**src/rtl/bini_pkg.sv**
```systemverilog
`timescale 1ns / 1ps
// types and constants of the binary ini record parser
// depends on nothing; used by binary_ini_record_parser_core, bini_token_checker and tb
package bini_pkg;

	// parse phases
	typedef enum logic [2:0] {
		PH_HEADER  = 3'd0,
		PH_SECTION = 3'd1,
		PH_ENTRY   = 3'd2,
		PH_VALUE   = 3'd3,
		PH_DONE    = 3'd4
	} phase_t;

	// token kinds
	localparam logic [2:0] TOK_SECTION = 3'd0;
	localparam logic [2:0] TOK_KEY     = 3'd1;
	localparam logic [2:0] TOK_INTEGER = 3'd2;
	localparam logic [2:0] TOK_FLOAT   = 3'd3;
	localparam logic [2:0] TOK_STRING  = 3'd4;
	localparam logic [2:0] TOK_ERROR   = 3'd5;

	// value type codes
	localparam logic [7:0] VT_INTEGER = 8'd1;
	localparam logic [7:0] VT_FLOAT   = 8'd2;
	localparam logic [7:0] VT_STRING  = 8'd3;

	// file magic "BINI"
	localparam logic [7:0] MAGIC [4] = '{8'h42, 8'h49, 8'h4E, 8'h49};

	// header layout
	localparam int MIN_LEN       = 12;
	localparam int HDR_MAGIC_END = 4;
	localparam int HDR_OFS_FIRST = 8;
	localparam int HDR_OFS_LAST  = 11;

	// record sizes and the index of each record's last byte
	localparam int SEC_BYTES = 4;
	localparam int ENT_BYTES = 3;
	localparam int VAL_BYTES = 5;
	localparam logic [2:0] SEC_LAST = 3'd3;
	localparam logic [2:0] ENT_LAST = 3'd2;
	localparam logic [2:0] VAL_LAST = 3'd4;

	// bound compares run one bit above the 32-bit strings offset
	localparam int CMP_W = 33;
	typedef logic [CMP_W-1:0] cmp_t;

	// walk state touched by the record bound checks
	typedef struct packed {
		phase_t      phase;
		logic [15:0] entries_left;
		logic [7:0]  values_left;
	} walk_t;

endpackage

```
**src/rtl/binary_ini_record_parser_core.sv**
```systemverilog
`timescale 1ns / 1ps
// binary ini record parser: header check and record tokenizer, one byte per transfer
// depends on bini_pkg
//
//  channel  | direction | handshake          | payload
//  ---------+-----------+--------------------+------------------------------------------
//  in       | input     | in_valid/in_stall  | data_byte, first_byte
//  out      | output    | out_valid/out_stall| token_kind, token_payload, token_count
//  cfg      | input     | cfg_wr_en          | cfg_wr_data (file_length)
//
// one byte is taken every cycle while in_stall is low; a token leaves through the input register,
// then the single-pass parse step into the result register
// arst_n clears the file length to zero and the parser to the header phase
// out_stall holds the result register; input keeps flowing until the input register
// also holds a byte, then in_stall rises
module binary_ini_record_parser_core #(
	parameter int LENGTH_BITS = 24
) (
	input  logic                   clk,
	input  logic                   arst_n,
	// configuration
	input  logic                   cfg_wr_en,
	input  logic [LENGTH_BITS-1:0] cfg_wr_data,
	// byte input
	input  logic                   in_valid,
	output logic                   in_stall,
	input  logic [7:0]             data_byte,
	input  logic                   first_byte,
	// token output
	output logic                   out_valid,
	input  logic                   out_stall,
	output logic [2:0]             token_kind,
	output logic [31:0]            token_payload,
	output logic [15:0]            token_count
);

	// decide the next record at a position: value, entry and section bounds
	function automatic bini_pkg::walk_t resolve(bini_pkg::walk_t w, bini_pkg::cmp_t p,
			bini_pkg::cmp_t fl, bini_pkg::cmp_t so);
		bini_pkg::walk_t r;
		r = w;
		if (r.phase == bini_pkg::PH_VALUE &&
				(r.values_left == 8'd0 || p + bini_pkg::cmp_t'(bini_pkg::VAL_BYTES) > fl)) begin
			r.values_left = 8'd0;
			if (r.entries_left != 16'd0)
				r.entries_left = r.entries_left - 16'd1;
			r.phase = bini_pkg::PH_ENTRY;
		end
		if (r.phase == bini_pkg::PH_ENTRY) begin
			if (r.entries_left == 16'd0) begin
				r.phase = bini_pkg::PH_SECTION;
			end else if (p + bini_pkg::cmp_t'(bini_pkg::ENT_BYTES) > so) begin
				r.phase = bini_pkg::PH_DONE;
				r.entries_left = 16'd0;
			end
		end
		if (r.phase == bini_pkg::PH_SECTION && p + bini_pkg::cmp_t'(bini_pkg::SEC_BYTES) > so)
			r.phase = bini_pkg::PH_DONE;
		return r;
	endfunction

	// registers
	logic                   file_length_q;
	logic [LENGTH_BITS-1:0] flen_q;
	logic                   valid_s1;
	logic [7:0]             byte_s1;
	logic                   first_s1;
	bini_pkg::phase_t       phase_q;
	logic [LENGTH_BITS-1:0] pos_q;
	logic [31:0]            strings_ofs_q;
	logic [31:0]            field_q;
	logic [2:0]             rec_cnt_q;
	logic [15:0]            entries_q;
	logic [7:0]             values_q;
	logic [7:0]             vtype_q;
	logic                   out_valid_q;
	logic [2:0]             kind_q;
	logic [31:0]            payload_q;
	logic [15:0]            count_q;

	// working view and next values
	bini_pkg::phase_t       ph_c;
	logic [LENGTH_BITS-1:0] pos_c;
	logic [31:0]            so_c;
	logic [31:0]            fs_c;
	logic [2:0]             k_c;
	logic [15:0]            el_c;
	logic [7:0]             vl_c;
	logic [7:0]             vt_c;
	logic [1:0]             lane_c;
	logic [31:0]            fs_or_c;
	logic [31:0]            hdr_fs_c;
	logic                   hdr_early_fail_c;
	logic                   hdr_ofs_fail_c;
	logic                   advance;
	logic                   step;

	bini_pkg::walk_t        walk;
	logic                   do_resolve;
	logic [LENGTH_BITS-1:0] n_pos;
	logic [31:0]            n_so;
	logic [31:0]            n_fs;
	logic [2:0]             n_k;
	logic [7:0]             n_vt;

	logic                   tok_v;
	logic [2:0]             tok_kind;
	logic [31:0]            tok_payload;
	logic [15:0]            tok_count;

	// handshake: the result register frees up when empty or taken
	assign advance  = !out_valid_q || !out_stall;
	assign step     = valid_s1 && advance;
	assign in_stall = valid_s1 && !advance;

	// file length register
	always_ff @(posedge clk or negedge arst_n) begin
		if (!arst_n) begin
			flen_q <= '0;
			file_length_q <= 1'b0;
		end else if (cfg_wr_en) begin
			flen_q <= cfg_wr_data;
			file_length_q <= 1'b1;
		end
	end

	// input register
	always_ff @(posedge clk or negedge arst_n) begin
		if (!arst_n) begin
			valid_s1 <= 1'b0;
		end else if (!in_stall) begin
			valid_s1 <= in_valid;
		end
	end

	always_ff @(posedge clk) begin
		if (!in_stall && in_valid) begin
			byte_s1  <= data_byte;
			first_s1 <= first_byte;
		end
	end

	// state seen by this byte, cleared when it starts a new file
	always_comb begin
		ph_c  = first_s1 ? bini_pkg::PH_HEADER : phase_q;
		pos_c = first_s1 ? '0 : pos_q;
		so_c  = first_s1 ? 32'd0 : strings_ofs_q;
		fs_c  = first_s1 ? 32'd0 : field_q;
		k_c   = first_s1 ? 3'd0 : rec_cnt_q;
		el_c  = first_s1 ? 16'd0 : entries_q;
		vl_c  = first_s1 ? 8'd0 : values_q;
		vt_c  = first_s1 ? 8'd0 : vtype_q;

		// byte lane of the field being assembled
		case (ph_c)
			bini_pkg::PH_HEADER: lane_c = pos_c[1:0];
			bini_pkg::PH_VALUE:  lane_c = 2'(k_c - 3'd1);
			default:             lane_c = k_c[1:0];
		endcase
		fs_or_c = fs_c | (32'(byte_s1) << {lane_c, 3'b000});

		// header checks
		hdr_fs_c = (pos_c >= LENGTH_BITS'(bini_pkg::HDR_OFS_FIRST) &&
			pos_c <= LENGTH_BITS'(bini_pkg::HDR_OFS_LAST)) ? fs_or_c : fs_c;
		hdr_early_fail_c = (pos_c == '0 &&
				bini_pkg::cmp_t'(flen_q) < bini_pkg::cmp_t'(bini_pkg::MIN_LEN)) ||
			(pos_c < LENGTH_BITS'(bini_pkg::HDR_MAGIC_END) &&
				byte_s1 != bini_pkg::MAGIC[pos_c[1:0]]);
		hdr_ofs_fail_c = pos_c >= LENGTH_BITS'(bini_pkg::HDR_OFS_LAST) &&
			(bini_pkg::cmp_t'(hdr_fs_c) < bini_pkg::cmp_t'(bini_pkg::MIN_LEN) ||
				bini_pkg::cmp_t'(hdr_fs_c) > bini_pkg::cmp_t'(flen_q));
	end

	// next state
	always_comb begin
		walk.phase        = ph_c;
		walk.entries_left = el_c;
		walk.values_left  = vl_c;
		do_resolve = 1'b0;
		n_pos = pos_c;
		n_so  = so_c;
		n_fs  = fs_c;
		n_k   = k_c;
		n_vt  = vt_c;
		case (ph_c)
			bini_pkg::PH_HEADER: begin
				if (hdr_early_fail_c) begin
					walk = '{bini_pkg::PH_DONE, 16'd0, 8'd0};
				end else begin
					n_fs  = hdr_fs_c;
					n_pos = pos_c + LENGTH_BITS'(1);
					if (pos_c >= LENGTH_BITS'(bini_pkg::HDR_OFS_LAST)) begin
						n_so = hdr_fs_c;
						n_fs = 32'd0;
						if (hdr_ofs_fail_c) begin
							walk = '{bini_pkg::PH_DONE, 16'd0, 8'd0};
						end else begin
							walk.phase = bini_pkg::PH_SECTION;
							do_resolve = 1'b1;
						end
					end
				end
			end
			bini_pkg::PH_SECTION: begin
				n_pos = pos_c + LENGTH_BITS'(1);
				if (k_c >= bini_pkg::SEC_LAST) begin
					walk.entries_left = fs_or_c[31:16];
					walk.phase = bini_pkg::PH_ENTRY;
					n_fs = 32'd0;
					n_k  = 3'd0;
					do_resolve = 1'b1;
				end else begin
					n_fs = fs_or_c;
					n_k  = k_c + 3'd1;
				end
			end
			bini_pkg::PH_ENTRY: begin
				n_pos = pos_c + LENGTH_BITS'(1);
				if (k_c >= bini_pkg::ENT_LAST) begin
					walk.values_left = byte_s1;
					walk.phase = bini_pkg::PH_VALUE;
					n_fs = 32'd0;
					n_k  = 3'd0;
					do_resolve = 1'b1;
				end else begin
					n_fs = fs_or_c;
					n_k  = k_c + 3'd1;
				end
			end
			bini_pkg::PH_VALUE: begin
				n_pos = pos_c + LENGTH_BITS'(1);
				if (k_c == 3'd0) begin
					n_vt = byte_s1;
					n_fs = 32'd0;
					n_k  = 3'd1;
				end else if (k_c >= bini_pkg::VAL_LAST) begin
					if (vl_c != 8'd0)
						walk.values_left = vl_c - 8'd1;
					n_fs = 32'd0;
					n_k  = 3'd0;
					do_resolve = 1'b1;
				end else begin
					n_fs = fs_or_c;
					n_k  = k_c + 3'd1;
				end
			end
			default: begin
				// parse stopped: bytes are dropped
			end
		endcase
		if (do_resolve)
			walk = resolve(walk, bini_pkg::cmp_t'(n_pos), bini_pkg::cmp_t'(flen_q),
				bini_pkg::cmp_t'(n_so));
	end

	// token of this byte
	always_comb begin
		tok_v       = 1'b0;
		tok_kind    = bini_pkg::TOK_ERROR;
		tok_payload = 32'd0;
		tok_count   = 16'd0;
		case (ph_c)
			bini_pkg::PH_HEADER: begin
				tok_v = hdr_early_fail_c || hdr_ofs_fail_c;
			end
			bini_pkg::PH_SECTION: begin
				if (k_c >= bini_pkg::SEC_LAST) begin
					tok_v       = 1'b1;
					tok_kind    = bini_pkg::TOK_SECTION;
					tok_payload = {16'd0, fs_or_c[15:0]};
					tok_count   = fs_or_c[31:16];
				end
			end
			bini_pkg::PH_ENTRY: begin
				if (k_c >= bini_pkg::ENT_LAST) begin
					tok_v       = 1'b1;
					tok_kind    = bini_pkg::TOK_KEY;
					tok_payload = {16'd0, fs_c[15:0]};
					tok_count   = {8'd0, byte_s1};
				end
			end
			bini_pkg::PH_VALUE: begin
				if (k_c >= bini_pkg::VAL_LAST) begin
					tok_payload = fs_or_c;
					case (vt_c)
						bini_pkg::VT_INTEGER: begin
							tok_v    = 1'b1;
							tok_kind = bini_pkg::TOK_INTEGER;
						end
						bini_pkg::VT_FLOAT: begin
							tok_v    = 1'b1;
							tok_kind = bini_pkg::TOK_FLOAT;
						end
						bini_pkg::VT_STRING: begin
							tok_v    = 1'b1;
							tok_kind = bini_pkg::TOK_STRING;
						end
						default: begin
							// unknown type: consumed silently
							tok_v = 1'b0;
						end
					endcase
				end
			end
			default: begin
				tok_v = 1'b0;
			end
		endcase
	end

	// parse state
	always_ff @(posedge clk or negedge arst_n) begin
		if (!arst_n) begin
			phase_q       <= bini_pkg::PH_HEADER;
			pos_q         <= '0;
			strings_ofs_q <= 32'd0;
			field_q       <= 32'd0;
			rec_cnt_q     <= 3'd0;
			entries_q     <= 16'd0;
			values_q      <= 8'd0;
			vtype_q       <= 8'd0;
		end else if (step) begin
			phase_q       <= walk.phase;
			pos_q         <= n_pos;
			strings_ofs_q <= n_so;
			field_q       <= n_fs;
			rec_cnt_q     <= n_k;
			entries_q     <= walk.entries_left;
			values_q      <= walk.values_left;
			vtype_q       <= n_vt;
		end
	end

	// result register
	always_ff @(posedge clk or negedge arst_n) begin
		if (!arst_n) begin
			out_valid_q <= 1'b0;
		end else if (advance) begin
			out_valid_q <= valid_s1 && tok_v;
		end
	end

	always_ff @(posedge clk) begin
		if (advance) begin
			kind_q    <= tok_kind;
			payload_q <= tok_payload;
			count_q   <= tok_count;
		end
	end

	assign out_valid     = out_valid_q;
	assign token_kind    = kind_q;
	assign token_payload = payload_q;
	assign token_count   = count_q;

	// a stopped parse stays stopped until a first byte comes through
	a_done_holds: assert property (@(posedge clk) disable iff (!arst_n)
		(phase_q == bini_pkg::PH_DONE && !(step && first_s1))
			|=> (phase_q == bini_pkg::PH_DONE && $stable(pos_q)))
		else $error("parser left the done phase without a new file");

	// an error token always stops the parse
	a_error_stops: assert property (@(posedge clk) disable iff (!arst_n)
		(step && tok_v && tok_kind == bini_pkg::TOK_ERROR) |=> phase_q == bini_pkg::PH_DONE)
		else $error("error token without a stop");

	// a stopped parse has no pending entries or values
	a_done_clear: assert property (@(posedge clk) disable iff (!arst_n)
		phase_q == bini_pkg::PH_DONE |-> (entries_q == 16'd0 && values_q == 8'd0))
		else $error("counts left over in the done phase");

	// no record is longer than a value
	a_rec_bound: assert property (@(posedge clk) disable iff (!arst_n)
		!(rec_cnt_q > bini_pkg::VAL_LAST))
		else $error("record byte count out of range");

	// a token only leaves with a byte that was parsed
	a_tok_source: assert property (@(posedge clk) disable iff (!arst_n)
		(advance && !valid_s1) |=> !out_valid_q)
		else $error("token without a parsed byte");

	// the file length register is loaded only by a write
	a_cfg_load: assert property (@(posedge clk) disable iff (!arst_n)
		!cfg_wr_en |=> ($stable(flen_q) && $stable(file_length_q)))
		else $error("file length changed without a write");

endmodule

```
**config.mk**
```make
export PLATFORM = sky130hd
export DESIGN_NAME = binary_ini_record_parser_core
export DESIGN_NICKNAME = d
export VERILOG_FILES = /design/src/rtl/bini_pkg.sv /design/src/rtl/binary_ini_record_parser_core.sv
export SDC_FILE = /design/constraint.sdc
export NUM_CORES = 1
export LEC_CHECK = 0
export BUFFER_PORTS_ARGS = -buffer_cell sky130_fd_sc_hd__buf_2
export CAP_MARGIN = 10
export CORE_UTILIZATION = 55
export CTS_BUF_LIST = sky130_fd_sc_hd__clkbuf_4 sky130_fd_sc_hd__clkbuf_8
export DETAILED_ROUTE_END_ITERATION = 7
export PLACE_DENSITY = 0.72
export SYNTH_ARGS = -nofsm -noshare
export SYNTH_HDL_FRONTEND = slang
export SYNTH_SLANG_ARGS = --single-unit
```
**constraint.sdc**
```tcl
create_clock -name clk -period 8.6 [get_ports clk]
set_clock_uncertainty 0.15 [all_clocks]
set_input_delay 1.29 -clock clk [delete_from_list [all_inputs] [get_ports clk]]
set_output_delay 1.29 -clock clk [all_outputs]
set_load 0.01 [all_outputs]
```
# Word-level counts from Yosys, hierarchy flattened
# Index checks and enable logic that the tools add are counted.
[totals]
output_inout_bits = 53
regBits = 212
input_bits = 38
[classes]
add_sub_neg = 8
eq_ne = 10
shift = 1
reduce_logical = 28
order_cmp = 14
n_bitwise = 2
muxes = 78
[ops]
columns = ["operator", "n"]
rows = [
  ["32-bit 2-to-1 mux", 13],
  ["27-bit 2-to-1 mux", 5],
  ["32-bit one-hot mux with 4 select lines", 1],
  ["16-bit 2-to-1 mux", 6],
  ["32-bit one-hot mux with 3 select lines", 1],
  ["8-bit 2-to-1 mux", 11],
  ["19-bit 2-to-1 mux", 4],
  ["24-bit 2-to-1 mux", 3],
  ["25-bit by 32-bit > comparator with 1-bit output", 2],
  ["16-bit one-hot mux with 2 select lines", 2],
  ["24-bit by 3-bit adder with 25-bit output, second input constant", 2],
  ["24-bit by 4-bit >= comparator with 1-bit output, second input constant", 2],
  ["24-bit one-hot mux with 2 select lines", 1],
  ["3-bit 2-to-1 mux", 13],
  ["3-bit one-hot mux with 3 select lines", 4],
  ["32-bit by 24-bit > comparator with 1-bit output", 1],
  ["32-bit by 4-bit less-than comparator with 1-bit output, second input constant", 1],
  ["32-bit OR", 1],
  ["8-bit by 5-bit << shifter with 32-bit output", 1],
  ["24-bit by 2-bit adder with 25-bit output, second input constant", 1],
  ["25-bit by 24-bit > comparator with 1-bit output", 1],
  ["24-bit by 1-bit adder with 24-bit output, second input constant", 1],
  ["24-bit by 4-bit <= comparator with 1-bit output, second input constant", 1],
  ["24-bit logical NOT", 1],
  ["other kinds (28)", 62],
]

# Depth between registers and ports, before layout
[logic_depth]
depth_word = 26
mapped_depth = 43
ltp_nobuf = 34

# Least setup slack after synthesis
# Ideal clock, no wire load.
[synth_timing]
kind = "register to register"
from = "register first_s1"
to = "register phase_q[2]"
slack_ns = 1.064
arrival_time_ns = 7.322
setup_time_ns = 0.064
path_stages_with_launch = 38
synth_period_minus_slack_ns = 7.536
path_cell_list = "edfxtp_1 > clkbuf_2 > buf_2 > buf_2 > buf_2 > buf_2 > buf_2 > buf_2 > nor2b_1 > ha_1 > xor2_1 > nor3_4 > o311ai_4 > o22ai_4 > buf_4 > nand2_1 > o21ai_1 > ha_1 > (+2 left out) > nand2_1 > nor2_2 > nand2_1 > nor2_1 > xor2_1 > ha_1 > a211o_1 > a211oi_1 > o211ai_1 > nor2_1 > a21oi_1 > a41oi_2 > a21o_4 > nor2_2 > o221a_1 > or4b_1 > o311ai_1 > a21o_1"
[synth_between]
word_cells_on_any_way = 93
classes_between = "add/sub: 7; order compare: 12; eq/ne: 7; shift: 1; mux: 47; bitwise: 2; reduce/logical: 17"
[synth_rtl]
columns = ["item", "line", "source"]
rows = [
  ["from (decl)", "binary_ini_record_parser_core.sv:67", "logic first_s1;"],
  ["from (signal assigned)", "binary_ini_record_parser_core.sv:139", "first_s1 <= first_byte;"],
  ["branches (longest 9 deep; another with 24-bit by 3-bit less-than comparator with 1-bit output)", "--", ""],
  ["24-bit one-hot mux with 2 select lines *", "binary_ini_record_parser_core.sv:185", "case (ph_c)"],
  ["named net n_pos[2]", "binary_ini_record_parser_core.sv:100", "logic [LENGTH_BITS-1:0] n_pos;"],
  ["24-bit by 3-bit adder with 25-bit output", "binary_ini_record_parser_core.sv:43", "(r.values_left == 8'd0 || p + bini_pkg::cmp_t'(bini_pkg::VAL_BYTES) > fl)) begin"],
  ["25-bit by 24-bit > comparator with 1-bit output", "binary_ini_record_parser_core.sv:43", ""],
  ["1-bit logical OR", "binary_ini_record_parser_core.sv:43", ""],
  ["1-bit logical AND", "binary_ini_record_parser_core.sv:42", "if (r.phase == bini_pkg::PH_VALUE &&"],
  ["27-bit 2-to-1 mux", "binary_ini_record_parser_core.sv:42", ""],
  ["27-bit 2-to-1 mux", "binary_ini_record_parser_core.sv:251", "if (do_resolve)"],
  ["16-bit logical NOT or 19-bit 2-to-1 mux (tied branches)", "binary_ini_record_parser_core.sv:50, binary_ini_record_parser_core.sv:52", ""],
  ["3-bit 2-to-1 mux", "binary_ini_record_parser_core.sv:50", "if (r.entries_left == 16'd0) begin"],
  ["19-bit 2-to-1 mux", "binary_ini_record_parser_core.sv:49", "if (r.phase == bini_pkg::PH_ENTRY) begin"],
  ["19-bit 2-to-1 mux", "binary_ini_record_parser_core.sv:251", ""],
  ["3-bit by 1-bit == test with 1-bit output", "binary_ini_record_parser_core.sv:57", "if (r.phase == bini_pkg::PH_SECTION && p + bini_pkg::cmp_t'(bini_pkg::SEC_BYTES) > so)"],
  ["1-bit logical AND", "binary_ini_record_parser_core.sv:57", ""],
  ["3-bit 2-to-1 mux *", "binary_ini_record_parser_core.sv:57", ""],
  ["27-bit 2-to-1 mux *", "binary_ini_record_parser_core.sv:251", ""],
  ["to (signal assigned)", "binary_ini_record_parser_core.sv:314", "phase_q <= bini_pkg::PH_HEADER;"],
  ["to (signal assigned)", "binary_ini_record_parser_core.sv:323", "phase_q <= walk.phase;"],
  ["to (decl)", "binary_ini_record_parser_core.sv:68", "bini_pkg::phase_t phase_q;"],
]
# Mark *: on every way through the listed nets, which the timed path passes. The select of a mux whose other input is x is not followed.
# A chain may end at the register's enable or synchronous reset.

# Worst setup path after layout
[layout_timing]
from = "register flen_q[11]"
to = "register phase_q[2]"
[layout_between]
word_cells_on_any_way = 46
classes_between = "add/sub: 4; order compare: 5; eq/ne: 3; mux: 24; reduce/logical: 10"
[layout_rtl]
columns = ["item", "line", "source"]
rows = [
  ["from (decl)", "binary_ini_record_parser_core.sv:64", "logic [LENGTH_BITS-1:0] flen_q;"],
  ["from (signal assigned)", "binary_ini_record_parser_core.sv:122", "flen_q <= cfg_wr_data;"],
  ["24-bit by 4-bit less-than comparator with 1-bit output *", "binary_ini_record_parser_core.sv:166", "bini_pkg::cmp_t'(flen_q) < bini_pkg::cmp_t'(bini_pkg::MIN_LEN)) ||"],
  ["1-bit logical AND *", "binary_ini_record_parser_core.sv:165", "hdr_early_fail_c = (pos_c == '0 &&"],
  ["1-bit logical OR *", "binary_ini_record_parser_core.sv:166", ""],
  ["24-bit 2-to-1 mux *", "binary_ini_record_parser_core.sv:187", "if (hdr_early_fail_c) begin"],
  ["24-bit one-hot mux with 2 select lines *", "binary_ini_record_parser_core.sv:185", ""],
  ["named net n_pos[2]", "binary_ini_record_parser_core.sv:100", ""],
  ["24-bit by 3-bit adder with 25-bit output", "binary_ini_record_parser_core.sv:43", ""],
  ["25-bit by 24-bit > comparator with 1-bit output", "binary_ini_record_parser_core.sv:43", ""],
  ["(+4 left out)", "--", ""],
  ["16-bit logical NOT or 19-bit 2-to-1 mux (tied branches)", "binary_ini_record_parser_core.sv:50, binary_ini_record_parser_core.sv:52", ""],
  ["3-bit 2-to-1 mux", "binary_ini_record_parser_core.sv:50", ""],
  ["19-bit 2-to-1 mux", "binary_ini_record_parser_core.sv:49", ""],
  ["19-bit 2-to-1 mux", "binary_ini_record_parser_core.sv:251", ""],
  ["3-bit by 1-bit == test with 1-bit output", "binary_ini_record_parser_core.sv:57", ""],
  ["1-bit logical AND", "binary_ini_record_parser_core.sv:57", ""],
  ["3-bit 2-to-1 mux *", "binary_ini_record_parser_core.sv:57", ""],
  ["27-bit 2-to-1 mux *", "binary_ini_record_parser_core.sv:251", ""],
]
# The timed path passes the listed nets; every way through them passes the cells marked *. The select of a mux whose other input is x is not followed.

==> impl_summary.md <==
Layout
0 antenna diodes ended up in the layout. The number of fill cells is 2,557. The area of the multi-input gates is 10,200 um^2.

The ratio of cells with drive above 1 in the final layout is 12.2%. The layout-stage area growth over the synthesis result is 10.3%. The storage element area is 5610 um^2. Once layout is done, the placed cells without fillers occupy 18,100 um^2.

The final-stage net count is 2,204. Once layout is complete, the cells apart from fillers number 2,468.

Clock network
The total CTS buffers is 40. The H-tree was split into 2 levels. The total setup buffers inserted after CTS is 0. The clock reaches the later pin of the worst-skew pair after 0.58 ns. The longest clock path from root to sink contains 3 buffers. The count of clock tree sinks is 212. The TritonCTS clock tree is built. The root buffer cell chosen for the clock tree is sky130_fd_sc_hd__clkbuf_8. After clock tree synthesis, the clock-pin slew on the worst setup and hold paths is 0.06 ns.

Setup path
For this run, the slowest stage of the critical path takes 0.61 ns. The kind of launch point of the worst setup path is a flop. The worst register-to-register path has a setup slack of 0.59 ns.

The worst setup path is captured at a flop. STA puts the critical path data required time at 8.91 ns. For this design, the slowest cell found on the critical path is sky130_fd_sc_hd__o311ai_4. The maximum fanout along the worst path is 14. The startpoint identified for the worst register-to-register timing path is flen_q[11]$_DFFE_PN0P_. The arrival time reported for the critical path endpoint is 8.32 ns. The path type of the worst setup path is reg2reg. The worst register-to-register path has a depth of 30. The reg-to-reg endpoint is phase_q[2]$_DFFE_PN0P_.

The cell occurring most often along the worst timing path is sky130_fd_sc_hd__nor2_1.

Outcome
The flow ran to the end, and the final reports show no timing, DRC or antenna violations.

Power
The power per standard cell area is 199 nW/um^2. The part of the total power dissipated in sequential elements is 34.9%. Internal power comes to 0.00219 W. The clock network is responsible for 30.8% of the overall power. Summed over all cells, the static leakage comes to 8.06 nW.

The worst-case IR drop observed on VDD is 192 uV. The proportion of power drawn by combinational gates is 34.3%. The switching share of power is 39.3%.

The reported net switching power is 0.00142 W.

Placed design
The post-placement worst setup slack is 0.624 ns. Once placement completed, the tool counted placed cells totaling 2,394. The number of buffers added on ports is 90. The global placement routability congestion is 0.993. Once detailed placement completed, the half-perimeter wirelength came to 41,700 um. The placement-stage cell area is 17,200 um^2.

Synthesis
The commonest register cell after synthesis is sky130_fd_sc_hd__dfrtp_1. Ranked by total cell area, the synthesized netlist is headed by sky130_fd_sc_hd__dfrtp_1, sky130_fd_sc_hd__edfxtp_1, sky130_fd_sc_hd__ha_1. The leading area contributor after synthesis is sky130_fd_sc_hd__dfrtp_1. The number of instances in the synthesized netlist is 1,985. The cell with the most instances after synthesis is sky130_fd_sc_hd__nand2_1. Of the post-synthesis cell area, the dominant cell type holds 23.2%. The synthesized cell area is 16,400 um^2.

The number of flip-flops and latches in the synthesized netlist is 212. The synthesized net count is 2,136. The commonest cells after synthesis are sky130_fd_sc_hd__nand2_1, sky130_fd_sc_hd__nor2_1, sky130_fd_sc_hd__a21oi_1. During synthesis, Yosys emitted a total of 0 warnings.

The netlist uses 98 different library cells. The share of the yosys chip area belonging to registers is 34.2%. The proportion of register bits with asynchronous set or reset after synthesis is 71.7%. The average instance in the mapped netlist occupies 8.27 um^2.

Yosys mapped a number of flops with a built-in enable equal to 60.

Worst hold path
The number of stages on the worst hold path is 2. The hold path startpoint is strings_ofs_q[16]$_DFFE_PN0P_. The type of the worst min-delay path is reg2reg. The end of the worst hold path is strings_ofs_q[16]$_DFFE_PN0P_.

Timing
The worst path uses 93.1% of the clock period. Setup violations remaining at the end of the flow were counted as 0. For the pin with the worst max-slew slack, the measured transition is 1.03 ns. The max-slew violation total from the final report is 0. The tightest slew margin relative to the limit is 31.1%. Derived from the worst setup path, the maximum achievable clock frequency is 125 MHz. Subtracting the final worst setup slack from the clock period gives 8.01 ns. Adding up every negative setup slack in the final design gives 0 ns. The final-report hold violation count is 0.

The final critical-path setup slack is 0.590 ns. Setup repair after global routing left no endpoint under its margin.

Global route
The combined global-route utilization of all metal layers is 36.8%. The number of global-route vias before repair is 15,500. The maximum number of pins on one net before global-route repair is 87. The initial antenna violation count was 0. For this run the aggregate overflow at the end of global routing stands at 0. The first global-routing pass estimated 87,600 um of wire.

Job
The max-cap violation count is 0.

Route
After detailed routing, the number of remaining DRC violations is 0. The count of nets left with antenna violations once routing finished came out at 0. The first detailed-routing pass took 6 iterations. For this block, the initial DRC count from the detailed router was 2,115.

The wire length per cell is 22.9 um. Wires add up to 56,400 um. Detailed routing inserted a total of 16,300 vias. Using the TritonRoute via totals, the vias-per-cell ratio works out to 6.60.

Floorplanning
The region available for standard cell placement spans 29,000 um^2. The area enclosed by the die boundary is 30,500 um^2. 91 I/O pins were placed.

The horizontal die dimension is 175 um. For this configuration, the core starts out at a cell density of 56.6%. The die span in y is 175 um.

The floorplan has 62 rows.
## metrics by stage
stage	utilization [%]	power (W)	hold WS, ns
CTS	62.4	0.00356	0.325
global placement	59.3	0.00244	0.304
detailed placement	59.3	0.00246	0.312
finish	62.4	0.00360	0.326
floorplan	-	0.00205	0.292
global route	62.4	0.00376	0.346
## final cells by class
cell class              count  area share, %
multi-input cells        1616           56.3
flip-flops and latches    212           31.0
repair buffers            127           4.06
clock buffers              53           3.72
well taps                 384           2.65
inverters                  56           1.16
clock inverters            20           1.14
## layout by cell type, fill, tap and decap left out, types with 31 or more instances in the layout
cell type                  Yosys  layout
sky130_fd_sc_hd__o21ai_0     145     145
sky130_fd_sc_hd__xor2_1       33      33
sky130_fd_sc_hd__dfrtp_1     152     152
sky130_fd_sc_hd__nor2b_1      47      47
sky130_fd_sc_hd__a22o_1       39      39
sky130_fd_sc_hd__clkbuf_8      0      44
sky130_fd_sc_hd__nand3_1      49      49
sky130_fd_sc_hd__a21o_1       41      41
sky130_fd_sc_hd__xnor2_1      55      55
sky130_fd_sc_hd__buf_2        15      89
sky130_fd_sc_hd__inv_1        55      55
sky130_fd_sc_hd__edfxtp_1     60      60
sky130_fd_sc_hd__nor4_1       31      31
sky130_fd_sc_hd__nor2_1      203     201
sky130_fd_sc_hd__a21oi_1     160     160
sky130_fd_sc_hd__nand2_1     267     265
sky130_fd_sc_hd__nand4_1      33      33
sky130_fd_sc_hd__nor3_1       37      37
sky130_fd_sc_hd__buf_4         1      37
sky130_fd_sc_hd__and3_1       32      32
sky130_fd_sc_hd__ha_1        113     113
## sequential cells by signal, indices dropped and copies added, names as in the netlist
register / count
field_q: 32
strings_ofs_q: 32
token_payload: 32
flen_q: 24
pos_q: 24
entries_q: 16
token_count: 16
byte_s1: 8
values_q: 8
vtype_q: 8
phase_q: 3
rec_cnt_q: 3
token_kind: 3
first_s1: 1
out_valid: 1
valid_s1: 1
## logic make-up (layout without fill, tap and decap cells)
kind of cell             count (synthesis)  after routing  share of synthesized area, %
AND/OR/NAND/NOR                        802            802                          23.8
AO/OA/AOI/OAI                          592            593                          23.6
flip-flops                             212            212                          34.2
buffers and inverters                  158            256                          3.91
adder cells (fa/ha/maj)                113            113                          8.61
XOR/XNOR                                88             88                          4.70
multiplexers                            20             20                          1.25
## worst max-delay path by stage
stage / start / end / slack (ns) / cells after the start
after global routing: pos_q[11]$_DFFE_PN0P_ / phase_q[2]$_DFFE_PN0P_ / 0.04 / 31
after global placement: first_s1$_DFFE_PP_ / phase_q[2]$_DFFE_PN0P_ / 0.89 / 30
after detailed placement: first_s1$_DFFE_PP_ / phase_q[2]$_DFFE_PN0P_ / 0.62 / 30
after floorplan: first_s1$_DFFE_PP_ / phase_q[2]$_DFFE_PN0P_ / 1.06 / 37
final: flen_q[11]$_DFFE_PN0P_ / phase_q[2]$_DFFE_PN0P_ / 0.59 / 30
after CTS: first_s1$_DFFE_PP_ / phase_q[2]$_DFFE_PN0P_ / 0.60 / 30
## power by group through the flow
stage	clock network [W]	registers (W)	logic, W
floorplan	0	0.00127	0.000788
global placement	0	0.00127	0.00117
detailed placement	0	0.00127	0.00119
CTS	0.00111	0.00125	0.00119
global route	0.00116	0.00127	0.00133
finish	0.00111	0.00126	0.00123
## layer usage
metal  wire length (um)  GRT usage (%)  part of all wire (%)  vias to the layer above
li1                   -              -                     -                     7380
met1              23600           49.9                    42                     7778
met2              24700           56.6                    44                      924
met3               5290           6.03                   9.4                      198
met4               2830           18.6                   5.0                        0
met5                  0              0                     0                        -
## timing repair
item	4_1_cts	5_1_grt
hold buffers	0	0
endpoints found under the hold margin	0	0
endpoints found under the setup margin	0	1
gates resized for setup	0	0
## worst max-delay path: cells and delay by family, from the launching register on
kind                     cells  cell delay, ns
XOR/XNOR                     1            0.15
AND/OR/NAND/NOR             11            2.52
adder cells (fa/ha/maj)      2            0.42
AO/OA/AOI/OAI               15            4.04
buffers and inverters        1            0.17
flip-flops                   1            0.39
Note: power is estimated with default switching activity, not from simulation.
